$ cat config.mk
export PLATFORM = sky130hd
export DESIGN_NAME = typed_packet_deframer_flat
export DESIGN_NICKNAME = d
export VERILOG_FILES = /design/src/hdl/tpd_pkg.sv /design/src/hdl/tpd_if.sv /design/src/hdl/tpd_ram.sv /design/src/hdl/tpd_csr.sv /design/src/hdl/typed_packet_deframer.sv /design/src/flat_wrapper.sv
export SDC_FILE = /design/constraint.sdc
export NUM_CORES = 1
export LEC_CHECK = 0
export BUFFER_PORTS_ARGS = -buffer_cell sky130_fd_sc_hd__buf_2
export CAP_MARGIN = 20
export CELL_PAD_IN_SITES_DETAIL_PLACEMENT = 0
export CELL_PAD_IN_SITES_GLOBAL_PLACEMENT = 1
export CORE_MARGIN = 2
export CORE_UTILIZATION = 42
export DETAILED_ROUTE_END_ITERATION = 8
export PLACE_DENSITY = 0.8
export SYNTH_ARGS = -nofsm -noshare
export SYNTH_HDL_FRONTEND = slang
export SYNTH_SLANG_ARGS = --single-unit
$ cat constraint.sdc
create_clock -name clock -period 11.4 [get_ports clock]
set_input_delay 0.57 -clock clock [delete_from_list [all_inputs] [get_ports clock]]
set_output_delay 0.57 -clock clock [all_outputs]
set_load 0.005 [all_outputs]
$ cat src/hdl/tpd_pkg.sv
// Shared types, register indexes and constants of the typed packet deframer.
`timescale 1ns / 1ps
package tpd_pkg;

   localparam int MAX_HEADER_BYTES_DEF = 8;
   localparam int LENGTH_BITS_DEF      = 16;

   localparam logic [7:0] TYPE_NIBBLE = 8'h0F;
   localparam int         BYTE_BITS   = 8'h08;

   localparam int CSR_ADDR_W = 6;
   localparam int CSR_DATA_W = 64;
   localparam int LEN_ACC_W  = 32;

   typedef enum logic [2:0] {
      REG_TYPE_LOW_BOUND  = 3'd0,
      REG_TYPE_HIGH_BOUND = 3'd1,
      REG_ACB_TYPE_CODE   = 3'd2,
      REG_ICB_TYPE_CODE   = 3'd3,
      REG_EVENT_TYPE_CODE = 3'd4,
      REG_HEADER_TABLE_LO = 3'd5,
      REG_HEADER_TABLE_HI = 3'd6
   } reg_index_type;

   typedef enum logic [1:0] {
      CH_ACB   = 2'd0,
      CH_ICB   = 2'd1,
      CH_EVENT = 2'd2
   } channel_type;

   typedef struct packed {
      logic [7:0]  type_low_bound;
      logic [7:0]  type_high_bound;
      logic [7:0]  acb_type_code;
      logic [7:0]  icb_type_code;
      logic [7:0]  event_type_code;
      logic [63:0] header_table_low;
      logic [63:0] header_table_high;
   } cfg_type;

endpackage

$ cat src/hdl/tpd_if.sv
// Request and response channel interfaces of the typed packet deframer.
`timescale 1ns / 1ps
interface tpd_req_if;
   logic       valid;
   logic       ready;
   logic [7:0] rx_byte;

   modport source (output valid, output rx_byte, input ready);
   modport sink   (input valid, input rx_byte, output ready);
endinterface

interface tpd_rsp_if;
   logic       valid;
   logic       ready;
   logic [7:0] out_byte;
   logic [1:0] channel;
   logic       first_of_packet;
   logic       last_of_packet;

   modport source (output valid, output out_byte, output channel,
                   output first_of_packet, output last_of_packet, input ready);
   modport sink   (input valid, input out_byte, input channel,
                   input first_of_packet, input last_of_packet, output ready);
endinterface

$ cat src/hdl/tpd_ram.sv
// Generic single-clock RAM with one write port and one registered read port.
`timescale 1ns / 1ps
module tpd_ram #(
   parameter int WIDTH = 8,
   parameter int DEPTH = 8,
   localparam int ADDR_W = (DEPTH > 1) ? $clog2(DEPTH) : 1
) (
   input  logic              clock,
   input  logic              we,
   input  logic [ADDR_W-1:0] waddr,
   input  logic [WIDTH-1:0]  wdata,
   input  logic              re,
   input  logic [ADDR_W-1:0] raddr,
   output logic [WIDTH-1:0]  rdata
);

   logic [WIDTH-1:0] mem_ff [DEPTH];
   logic [WIDTH-1:0] rdata_ff;

   always_ff @(posedge clock) begin
      if (we) begin
         mem_ff[waddr] <= wdata;
      end
      // The read data holds while no read is issued.
      if (re) begin
         rdata_ff <= mem_ff[raddr];
      end
   end

   assign rdata = rdata_ff;

endmodule

$ cat src/hdl/tpd_csr.sv
// Configuration register bank of the typed packet deframer, written over APB.
`timescale 1ns / 1ps
module tpd_csr
   import tpd_pkg::*;
(
   input  logic                  clock,
   input  logic                  reset,
   input  logic                  csr_psel,
   input  logic                  csr_penable,
   input  logic                  csr_pwrite,
   input  logic [CSR_ADDR_W-1:0] csr_paddr,
   input  logic [CSR_DATA_W-1:0] csr_pwdata,
   output logic [CSR_DATA_W-1:0] csr_prdata,
   output logic                  csr_pready,
   output cfg_type               cfg
);

   cfg_type       cfg_ff;
   cfg_type       cfg_in;
   reg_index_type reg_idx;
   logic          wr_en;

   assign reg_idx    = reg_index_type'(csr_paddr[CSR_ADDR_W-1:3]);
   assign wr_en      = csr_psel && csr_penable && csr_pwrite;
   assign csr_pready = 1'b1;

   always_comb begin
      cfg_in = cfg_ff;
      if (wr_en) begin
         unique case (reg_idx)
            REG_TYPE_LOW_BOUND:  cfg_in.type_low_bound    = csr_pwdata[7:0];
            REG_TYPE_HIGH_BOUND: cfg_in.type_high_bound   = csr_pwdata[7:0];
            REG_ACB_TYPE_CODE:   cfg_in.acb_type_code     = csr_pwdata[7:0];
            REG_ICB_TYPE_CODE:   cfg_in.icb_type_code     = csr_pwdata[7:0];
            REG_EVENT_TYPE_CODE: cfg_in.event_type_code   = csr_pwdata[7:0];
            REG_HEADER_TABLE_LO: cfg_in.header_table_low  = csr_pwdata;
            REG_HEADER_TABLE_HI: cfg_in.header_table_high = csr_pwdata;
            default: ;
         endcase
      end
   end

   always_comb begin
      unique case (reg_idx)
         REG_TYPE_LOW_BOUND:  csr_prdata = {56'd0, cfg_ff.type_low_bound};
         REG_TYPE_HIGH_BOUND: csr_prdata = {56'd0, cfg_ff.type_high_bound};
         REG_ACB_TYPE_CODE:   csr_prdata = {56'd0, cfg_ff.acb_type_code};
         REG_ICB_TYPE_CODE:   csr_prdata = {56'd0, cfg_ff.icb_type_code};
         REG_EVENT_TYPE_CODE: csr_prdata = {56'd0, cfg_ff.event_type_code};
         REG_HEADER_TABLE_LO: csr_prdata = cfg_ff.header_table_low;
         REG_HEADER_TABLE_HI: csr_prdata = cfg_ff.header_table_high;
         default:             csr_prdata = '0;
      endcase
   end

   always_ff @(posedge clock) begin
      if (reset) begin
         cfg_ff <= '0;
      end else begin
         cfg_ff <= cfg_in;
      end
   end

   assign cfg = cfg_ff;

endmodule

$ cat src/hdl/typed_packet_deframer.sv
// Top level of the typed packet deframer: framing sequencer around the header RAM.
`timescale 1ns / 1ps
// The deframer takes one received byte per request. A type byte strictly between the
// two configured bounds opens a packet, and its low nibble selects a descriptor of the
// header table. Type bytes and header bytes are taken at one per cycle, header bytes
// going into a small RAM with one write and one read port. When the header is complete
// the sequencer reads the little-endian length back from that RAM with one read and one
// accumulate step per length byte, checks the length, and then plays the header out
// with one RAM read and one output load per header byte. Payload bytes then pass at one
// per cycle while the response side keeps up. Requests are held off while the length
// is read and checked and the header is played out; response stalls hold play-out.
// A zero length drops the packet; a type that matches none of the three channel codes
// is consumed silently.
module typed_packet_deframer
   import tpd_pkg::*;
#(
   parameter int MAX_HEADER_BYTES = MAX_HEADER_BYTES_DEF,
   parameter int LENGTH_BITS      = LENGTH_BITS_DEF
) (
   input  logic                  clock,
   input  logic                  reset,
   tpd_req_if.sink               req,
   tpd_rsp_if.source             rsp,
   input  logic                  csr_psel,
   input  logic                  csr_penable,
   input  logic                  csr_pwrite,
   input  logic [CSR_ADDR_W-1:0] csr_paddr,
   input  logic [CSR_DATA_W-1:0] csr_pwdata,
   output logic [CSR_DATA_W-1:0] csr_prdata,
   output logic                  csr_pready
);

   localparam int ADDR_W = (MAX_HEADER_BYTES > 1) ? $clog2(MAX_HEADER_BYTES) : 1;

   typedef enum logic [7:0] {
      S_IDLE    = 8'b0000_0001,
      S_HEADER  = 8'b0000_0010,
      S_LEN_RD  = 8'b0000_0100,
      S_LEN_ACC = 8'b0000_1000,
      S_LEN_CHK = 8'b0001_0000,
      S_HDR_RD  = 8'b0010_0000,
      S_HDR_OUT = 8'b0100_0000,
      S_PAYLOAD = 8'b1000_0000
   } state_type;

   cfg_type cfg;

   tpd_csr u_csr (
      .clock       (clock),
      .reset       (reset),
      .csr_psel    (csr_psel),
      .csr_penable (csr_penable),
      .csr_pwrite  (csr_pwrite),
      .csr_paddr   (csr_paddr),
      .csr_pwdata  (csr_pwdata),
      .csr_prdata  (csr_prdata),
      .csr_pready  (csr_pready),
      .cfg         (cfg)
   );

   state_type              state_ff, state_in;
   logic [7:0]             cur_type_ff, cur_type_in;
   logic [3:0]             count_ff, count_in;
   logic [3:0]             size_ff, size_in;
   logic [2:0]             off_ff, off_in;
   logic [1:0]             wm1_ff, wm1_in;
   logic [1:0]             idx_ff, idx_in;
   logic                   in_range_ff, in_range_in;
   logic [LEN_ACC_W-1:0]   len_ff, len_in;
   logic [LENGTH_BITS-1:0] rem_ff, rem_in;
   logic [3:0]             emit_ff, emit_in;

   logic       rsp_valid_ff, rsp_valid_in;
   logic [7:0] out_byte_ff, out_byte_in;
   logic [1:0] channel_ff, channel_in;
   logic       first_ff, first_in;
   logic       last_ff, last_in;

   logic              ram_we, ram_re;
   logic [ADDR_W-1:0] ram_waddr, ram_raddr;
   logic [7:0]        ram_rdata;

   logic [3:0]  type_idx;
   logic [63:0] table_word;
   logic [7:0]  desc;
   logic [3:0]  desc_size;
   logic [3:0]  pos;
   logic [4:0]  count_next;
   logic [7:0]  len_byte;
   logic        len_sat;
   logic        ch_none;
   logic [1:0]  ch_code;
   logic        out_free;
   logic        req_fire;

   // Descriptor of the latched type, taken live from the table registers.
   assign type_idx   = 4'(cur_type_ff & TYPE_NIBBLE);
   assign table_word = type_idx[3] ? cfg.header_table_high : cfg.header_table_low;
   assign desc       = table_word[type_idx[2:0]*BYTE_BITS +: 8];

   always_comb begin
      desc_size = {1'b0, desc[2:0]} + 4'd1;
      if (32'(desc_size) > MAX_HEADER_BYTES) begin
         desc_size = 4'(MAX_HEADER_BYTES);
      end
   end

   // ACB wins over ICB, and ICB over event, when codes coincide.
   always_comb begin
      ch_none = 1'b0;
      if (cur_type_ff == cfg.acb_type_code) begin
         ch_code = CH_ACB;
      end else if (cur_type_ff == cfg.icb_type_code) begin
         ch_code = CH_ICB;
      end else if (cur_type_ff == cfg.event_type_code) begin
         ch_code = CH_EVENT;
      end else begin
         ch_code = CH_ACB;
         ch_none = 1'b1;
      end
   end

   assign pos        = {1'b0, off_ff} + {2'b00, idx_ff};
   assign count_next = {1'b0, count_ff} + 5'd1;
   assign len_byte   = in_range_ff ? ram_rdata : 8'd0;
   assign len_sat    = (LENGTH_BITS < LEN_ACC_W) && ((len_ff >> LENGTH_BITS) != '0);
   assign out_free   = !rsp_valid_ff || rsp.ready;

   always_comb begin
      unique case (state_ff)
         S_IDLE, S_HEADER: req.ready = 1'b1;
         S_PAYLOAD:        req.ready = out_free;
         default:          req.ready = 1'b0;
      endcase
   end

   assign req_fire = req.valid && req.ready;

   // Header bytes are written only while collecting and read only afterwards, so the
   // RAM never sees a write and a read of the same entry close together.
   assign ram_we    = (state_ff == S_HEADER) && req_fire && (32'(count_ff) < MAX_HEADER_BYTES);
   assign ram_waddr = count_ff[ADDR_W-1:0];
   assign ram_re    = (state_ff == S_LEN_RD) || (state_ff == S_HDR_RD);
   assign ram_raddr = (state_ff == S_LEN_RD) ? pos[ADDR_W-1:0] : emit_ff[ADDR_W-1:0];

   tpd_ram #(
      .WIDTH (8),
      .DEPTH (MAX_HEADER_BYTES)
   ) u_header_ram (
      .clock (clock),
      .we    (ram_we),
      .waddr (ram_waddr),
      .wdata (req.rx_byte),
      .re    (ram_re),
      .raddr (ram_raddr),
      .rdata (ram_rdata)
   );

   always_comb begin
      state_in     = state_ff;
      cur_type_in  = cur_type_ff;
      count_in     = count_ff;
      size_in      = size_ff;
      off_in       = off_ff;
      wm1_in       = wm1_ff;
      idx_in       = idx_ff;
      in_range_in  = in_range_ff;
      len_in       = len_ff;
      rem_in       = rem_ff;
      emit_in      = emit_ff;
      rsp_valid_in = rsp_valid_ff && !rsp.ready;
      out_byte_in  = out_byte_ff;
      channel_in   = channel_ff;
      first_in     = first_ff;
      last_in      = last_ff;

      unique case (state_ff)
         S_IDLE: begin
            if (req_fire && (req.rx_byte > cfg.type_low_bound)
                && (req.rx_byte < cfg.type_high_bound)) begin
               cur_type_in = req.rx_byte;
               count_in    = 4'd0;
               state_in    = S_HEADER;
            end
         end
         S_HEADER: begin
            if (req_fire) begin
               count_in = count_next[3:0];
               // A table write that shrinks the header completes it on this byte.
               if (count_next >= {1'b0, desc_size}) begin
                  count_in = 4'd0;
                  size_in  = desc_size;
                  off_in   = desc[5:3];
                  wm1_in   = desc[7:6];
                  idx_in   = 2'd0;
                  len_in   = '0;
                  state_in = S_LEN_RD;
               end
            end
         end
         S_LEN_RD: begin
            // Length bytes that lie beyond the header read as zero.
            in_range_in = pos < size_ff;
            state_in    = S_LEN_ACC;
         end
         S_LEN_ACC: begin
            len_in = len_ff | (LEN_ACC_W'(len_byte) << {idx_ff, 3'b000});
            if (idx_ff == wm1_ff) begin
               state_in = S_LEN_CHK;
            end else begin
               idx_in   = idx_ff + 2'd1;
               state_in = S_LEN_RD;
            end
         end
         S_LEN_CHK: begin
            if (len_ff == '0) begin
               cur_type_in = 8'd0;
               state_in    = S_IDLE;
            end else begin
               rem_in  = len_sat ? '1 : len_ff[LENGTH_BITS-1:0];
               emit_in = 4'd0;
               state_in = ch_none ? S_PAYLOAD : S_HDR_RD;
            end
         end
         S_HDR_RD: begin
            state_in = S_HDR_OUT;
         end
         S_HDR_OUT: begin
            if (out_free) begin
               rsp_valid_in = 1'b1;
               out_byte_in  = ram_rdata;
               channel_in   = ch_code;
               first_in     = (emit_ff == 4'd0);
               last_in      = 1'b0;
               emit_in      = emit_ff + 4'd1;
               state_in     = (emit_ff + 4'd1 == size_ff) ? S_PAYLOAD : S_HDR_RD;
            end
         end
         S_PAYLOAD: begin
            if (req_fire) begin
               if (!ch_none) begin
                  rsp_valid_in = 1'b1;
                  out_byte_in  = req.rx_byte;
                  channel_in   = ch_code;
                  first_in     = 1'b0;
                  last_in      = (rem_ff <= LENGTH_BITS'(1));
               end
               if (rem_ff <= LENGTH_BITS'(1)) begin
                  rem_in      = '0;
                  cur_type_in = 8'd0;
                  state_in    = S_IDLE;
               end else begin
                  rem_in = rem_ff - LENGTH_BITS'(1);
               end
            end
         end
         default: begin
            state_in = S_IDLE;
         end
      endcase
   end

   always_ff @(posedge clock) begin
      if (reset) begin
         state_ff     <= S_IDLE;
         cur_type_ff  <= 8'd0;
         count_ff     <= 4'd0;
         rem_ff       <= '0;
         rsp_valid_ff <= 1'b0;
      end else begin
         state_ff     <= state_in;
         cur_type_ff  <= cur_type_in;
         count_ff     <= count_in;
         rem_ff       <= rem_in;
         rsp_valid_ff <= rsp_valid_in;
      end
   end

   always_ff @(posedge clock) begin
      size_ff     <= size_in;
      off_ff      <= off_in;
      wm1_ff      <= wm1_in;
      idx_ff      <= idx_in;
      in_range_ff <= in_range_in;
      len_ff      <= len_in;
      emit_ff     <= emit_in;
      out_byte_ff <= out_byte_in;
      channel_ff  <= channel_in;
      first_ff    <= first_in;
      last_ff     <= last_in;
   end

   assign rsp.valid           = rsp_valid_ff;
   assign rsp.out_byte        = out_byte_ff;
   assign rsp.channel         = channel_ff;
   assign rsp.first_of_packet = first_ff;
   assign rsp.last_of_packet  = last_ff;

   a_payload_has_length: assert property (@(posedge clock) disable iff (reset)
      (state_ff == S_PAYLOAD) |-> (rem_ff != '0))
      else $error("payload phase entered with no bytes remaining");

   a_ram_write_in_header: assert property (@(posedge clock) disable iff (reset)
      ram_we |-> (state_ff == S_HEADER))
      else $error("header RAM written outside header collection");

   a_emit_in_header: assert property (@(posedge clock) disable iff (reset)
      ((state_ff == S_HDR_RD) || (state_ff == S_HDR_OUT)) |-> (emit_ff < size_ff))
      else $error("header emission index ran past the header size");

   a_payload_delivered: assert property (@(posedge clock) disable iff (reset)
      (req_fire && (state_ff == S_PAYLOAD) && !ch_none)
         |=> (rsp.valid && !rsp.first_of_packet))
      else $error("accepted payload byte was not presented");

   a_first_not_last: assert property (@(posedge clock) disable iff (reset)
      rsp.valid |-> !(rsp.first_of_packet && rsp.last_of_packet))
      else $error("response marked both first and last of packet");

endmodule

$ cat src/flat_wrapper.sv
// flat-port wrapper written by rule: the top's interface ports become plain ports
module typed_packet_deframer_flat import tpd_pkg::*;
#(
   parameter int MAX_HEADER_BYTES = MAX_HEADER_BYTES_DEF,
   parameter int LENGTH_BITS      = LENGTH_BITS_DEF
)
  (clock, reset, csr_psel, csr_penable, csr_pwrite, csr_paddr, csr_pwdata, csr_prdata, csr_pready, req_valid, req_rx_byte, req_ready, rsp_valid, rsp_out_byte, rsp_channel, rsp_first_of_packet, rsp_last_of_packet, rsp_ready);
  tpd_req_if req_i ();
  tpd_rsp_if rsp_i ();
  input  logic clock;
  input  logic reset;
  input  logic csr_psel;
  input  logic csr_penable;
  input  logic csr_pwrite;
  input  logic [CSR_ADDR_W-1:0] csr_paddr;
  input  logic [CSR_DATA_W-1:0] csr_pwdata;
  output logic [CSR_DATA_W-1:0] csr_prdata;
  output logic csr_pready;
  input wire logic [$bits(req_i.valid)-1:0] req_valid;
  input wire logic [$bits(req_i.rx_byte)-1:0] req_rx_byte;
  output wire logic [$bits(req_i.ready)-1:0] req_ready;
  output wire logic [$bits(rsp_i.valid)-1:0] rsp_valid;
  output wire logic [$bits(rsp_i.out_byte)-1:0] rsp_out_byte;
  output wire logic [$bits(rsp_i.channel)-1:0] rsp_channel;
  output wire logic [$bits(rsp_i.first_of_packet)-1:0] rsp_first_of_packet;
  output wire logic [$bits(rsp_i.last_of_packet)-1:0] rsp_last_of_packet;
  input wire logic [$bits(rsp_i.ready)-1:0] rsp_ready;
  assign req_i.valid = req_valid;
  assign req_i.rx_byte = req_rx_byte;
  assign req_ready = req_i.ready;
  assign rsp_valid = rsp_i.valid;
  assign rsp_out_byte = rsp_i.out_byte;
  assign rsp_channel = rsp_i.channel;
  assign rsp_first_of_packet = rsp_i.first_of_packet;
  assign rsp_last_of_packet = rsp_i.last_of_packet;
  assign rsp_i.ready = rsp_ready;
  typed_packet_deframer #(.MAX_HEADER_BYTES(MAX_HEADER_BYTES), .LENGTH_BITS(LENGTH_BITS)) u_core (.clock(clock), .reset(reset), .req(req_i), .rsp(rsp_i), .csr_psel(csr_psel), .csr_penable(csr_penable), .csr_pwrite(csr_pwrite), .csr_paddr(csr_paddr), .csr_pwdata(csr_pwdata), .csr_prdata(csr_prdata), .csr_pready(csr_pready));
endmodule
==> results by group <==
Pwr
  – Tot Pwr: 2.70 mW
  – Power Dens Cells: 144 nW/µm²
  – Max VDD drop: 140 µV
  – P_leak: between 6 and 7 nW

Synthesis
  – Asr flop ratio synth: 0%
  – Flops & latches, synth: 337
  – Register area share after synthesis: 49.9%
  – Post-synth top area cell: dfxtp_1
  – Post-Synth XOR/XNOR Area: around 2%
  – Cells after synthesis: between 1,500 and 2,000
  – Top post-synthesis cells by area: dfxtp_1 (25%), edfxtp_1 (24%), nand2_1 (8.1%)
  – Avg Cell Area, Syn: 9.73 µm²
  – Post-Syn Area: 16,200 µm²
  – Post-synthesis mux area share: 10.8%
  – Post-Syn Nets: 1,779
  – Yosys cell types: 67
  – Top_reg_cell synth: dfxtp_1
  – Synthesized-area fraction occupied by adder cells: 2.44%
  – Complex-gate fraction of the synthesized area: 15.2%
  – Number of enable flip-flop cells after synthesis: between 100 and 150
  – Synth Area in Simple Gates: 16.2%
  – Synth Warn #: 0
  – Combinational family with the most area after synthesis: simple AND/OR/NAND/NOR gates
  – Top cell type's share of synthesized area: 25.4%

GRT
  – First-pass GRT wire length: 71,200 µm
  – Initial antenna violation count: 8
  – Largest net degree at the start of global routing: 120
  – Gr usage total: 22.1%
  – GRT overflow: 0
  – Vias in the first global route: roughly 13,000

Final layout
  – Share of layout cells above drive strength 1: between 10% and 20%
  – Filler-free cell count of the finished design: between 2,000 and 2,500
  – Most frequent cells in the layout: nand2_1 (349), dfxtp_1 (203), a21oi_1 (196)
  – Layout area overhead: 15.6%
  – Most common cell after layout, fill and taps aside: nand2_1
  – Nets: about 1,900

Drt
  – Routed length per placed instance: 19.4 µm
  – Initial DRT Pass Iterations: 5
  – Final ANT Viol Nets: 0
  – Via count: 12,837
  – Via-to-Cell Ratio: about 5.5
  – Drc violations: 0
  – Detailed Route WL: between 40,000 and 50,000 µm
  – Starting DRC count in detailed routing: 973

Placed design
  – Post-DP HPWL: 29,700 µm
  – Routability cong.: between 0.8 and 0.9
  – Placed insts: 2,247
  – PortBufs: 159

STA
  – Final hold vios: 0
  – Setup tns final: 0 ns
  – Worst slew pin tran: 1.14 ns
  – Slew headroom: around 23%
  – Unrepaired setup endpoints after global routing: false
  – Pins Over Slew Limit: 0
  – Achievable Freq: 0.215 GHz
  – Hold Worst Slack: 0.286 ns
  – Max Clock Skew: approximately 0.014 ns
  – Final worst path period share: 40.8%
  – Fin crit period: 4.65 ns
  – Setup violations, final: 0

Die
  – Core box area: 37,800 µm²
  – Initial Util: 42.8%
  – Vert. Die Dim: around 200 µm
  – Row cnt: 71
  – I/O Pins: approximately 160
  – Die Footprint: ~40,000 µm²
  – Die width: 200 µm

Clock network
  – CTS tree: yes
  – Hold Buf Count CTS: 0
  – CTS buffer count: 38
  – Clock-pin slew on the worst setup and hold paths: approximately 0.06 ns
  – Root buf cell: clkbuf_16
  – Clock latency on the worst-skew pair: 0.53 ns
  – Post-CTS setup buffer count: 0
  – CTS H-Tree Depth: 2
  – Clock Tree Buf Depth: 3
  – Sink Count: 337
  – Post-cts repair resize count: 0

Setup path
  – Setup crit end: u_core.idx_ff[0]$_SDFFCE_PN0P_
  – Reg-to-Reg Start: u_core.cur_type_ff[3]$_SDFFE_PP0P_
  – Critical path data arrival time: around 4.9 ns
  – R2r setup slk: 6.75 ns
  – Cells on worst reg2reg path: 14
  – CP startpoint: u_core.cur_type_ff[3]$_SDFFE_PP0P_
  – Critical path startpoint category: flop
  – Worst Setup End Kind: flop
  – Crit path kind: flop to flop
  – RR Endpoint: u_core.idx_ff[0]$_SDFFCE_PN0P_
  – Critical path fanouts, max: 33
  – Crit path required time: 11.69 ns

Worst hold path
  – Hold crit path type: input pin to flop

Outcome
  – Outcome: completed

Run
  – Max_cap viols: 0
-- critical path: stages (launching register included) --
cell	delay (ns)
dfxtp_2	0.43
buf_4	0.50
mux4_2	0.64
mux4_2	0.51
ha_1	0.22
nand2b_1	0.15
o21a_1	0.19
ha_1	0.28
o21ai_0	0.16
a21oi_1	0.08
a311oi_1	0.49
o21ai_0	0.15
o21a_1	0.13
buf_4	0.26
o21a_1	0.18
-- cells in the mapped netlist, drive strengths merged (5+ instances only) --
master    n
a211oi   19
a21oi   196
a22o     56
a22oi     9
a31oi    10
a32o      8
and2     15
and3      8
buf      16
clkbuf   92
dfxtp   205
edfxtp  132
ha       30
inv      35
mux2i    73
mux4     44
nand2   351
nand2b    9
nand3    12
nand4     8
nor2    134
nor2b     9
nor3     14
nor3b     5
nor4     19
o211ai    8
o21ai    42
o31ai     5
or3       5
xnor2    17
xor2     20
-- through the flow --
stage	worst slack (ns)	utilization (%)	cell area, µm²
2_1_floorplan	7.05	-	16200
3_3_place_gp	6.75	46.0	17400
3_5_place_dp	6.72	46.0	17400
4_1_cts	6.71	49.4	18700
5_1_grt	6.48	49.4	18700
6_report	6.75	49.4	18700
-- flip-flops by register name (all words and copies together) (netlist names), 8 cells and up --
| name | cells |
|---|---|
| u_core.len_ff | 32 |
| u_core.rem_ff | 16 |
| u_core.u_header_ram.mem_ff | 64 |
| u_core.u_header_ram.rdata | 8 |
| u_core.cur_type_ff | 8 |
| u_core.state_ff | 8 |
| u_core.rsp.out_byte | 8 |
| u_core.u_csr.cfg | 168 |
-- cell families (layout without fill, tap and decap cells) --
kind of cell / after synthesis / in the layout
AND/OR/NAND/NOR: 604 / 604
AO/OA/AOI/OAI: 389 / 389
flip-flops: 337 / 337
buffers and inverters: 144 / 286
multiplexers: 120 / 120
XOR/XNOR: 37 / 37
adder cells (fa/ha/maj): 31 / 31
other: 1 / 2
-- worst min path at each step --
stage / start / to / slack [ns] / cells past startpoint
2_1_floorplan: u_core.u_csr.cfg[69]$_SDFFE_PP0P_ / u_core.u_csr.cfg[69]$_SDFFE_PP0P_ / 0.44 / 2
3_3_place_gp: u_core.u_csr.cfg[90]$_SDFFE_PP0P_ / u_core.u_csr.cfg[90]$_SDFFE_PP0P_ / 0.45 / 2
3_5_place_dp: u_core.u_csr.cfg[33]$_SDFFE_PP0P_ / u_core.u_csr.cfg[33]$_SDFFE_PP0P_ / 0.46 / 2
4_1_cts: csr_pwdata[16] / u_core.u_csr.cfg[16]$_SDFFE_PP0P_ / 0.27 / 3
5_1_grt: csr_pwdata[59] / u_core.u_csr.cfg[123]$_SDFFE_PP0P_ / 0.28 / 3
6_report: csr_pwdata[8] / u_core.u_csr.cfg[72]$_SDFFE_PP0P_ / 0.29 / 3
-- layer usage --
metal / wire length [µm] / share of wire [%] / GRT usage, %
met1: 19800 / 44 / 29.5
met4: 1080 / 2.4 / 6.32
met5: 91 / 0.20 / 0
met2: 20900 / 47 / 36.0
met3: 3090 / 6.9 / 5.08
-- final cells by class --
| type | count | area, µm² |
|---|---|---|
| inverter | 36 | 135 |
| tap | 511 | 639 |
| timing repair buffer | 182 | 975 |
| clock buffer | 53 | 1130 |
| sequential | 337 | 8070 |
| fill | 3590 | 19100 |
| antenna | 1 | 2.50 |
| clock inverter | 15 | 178 |
| multi-input combinational | 1182 | 7580 |
-- power by group --
part	internal [mW]	total (mW)	switching, mW
clock network	0.782	1.27	0.487
logic	0.0546	0.156	0.101
registers	1.26	1.27	0.0128
total	2.09	2.70	0.601
Power figures use the tool's default switching activity.
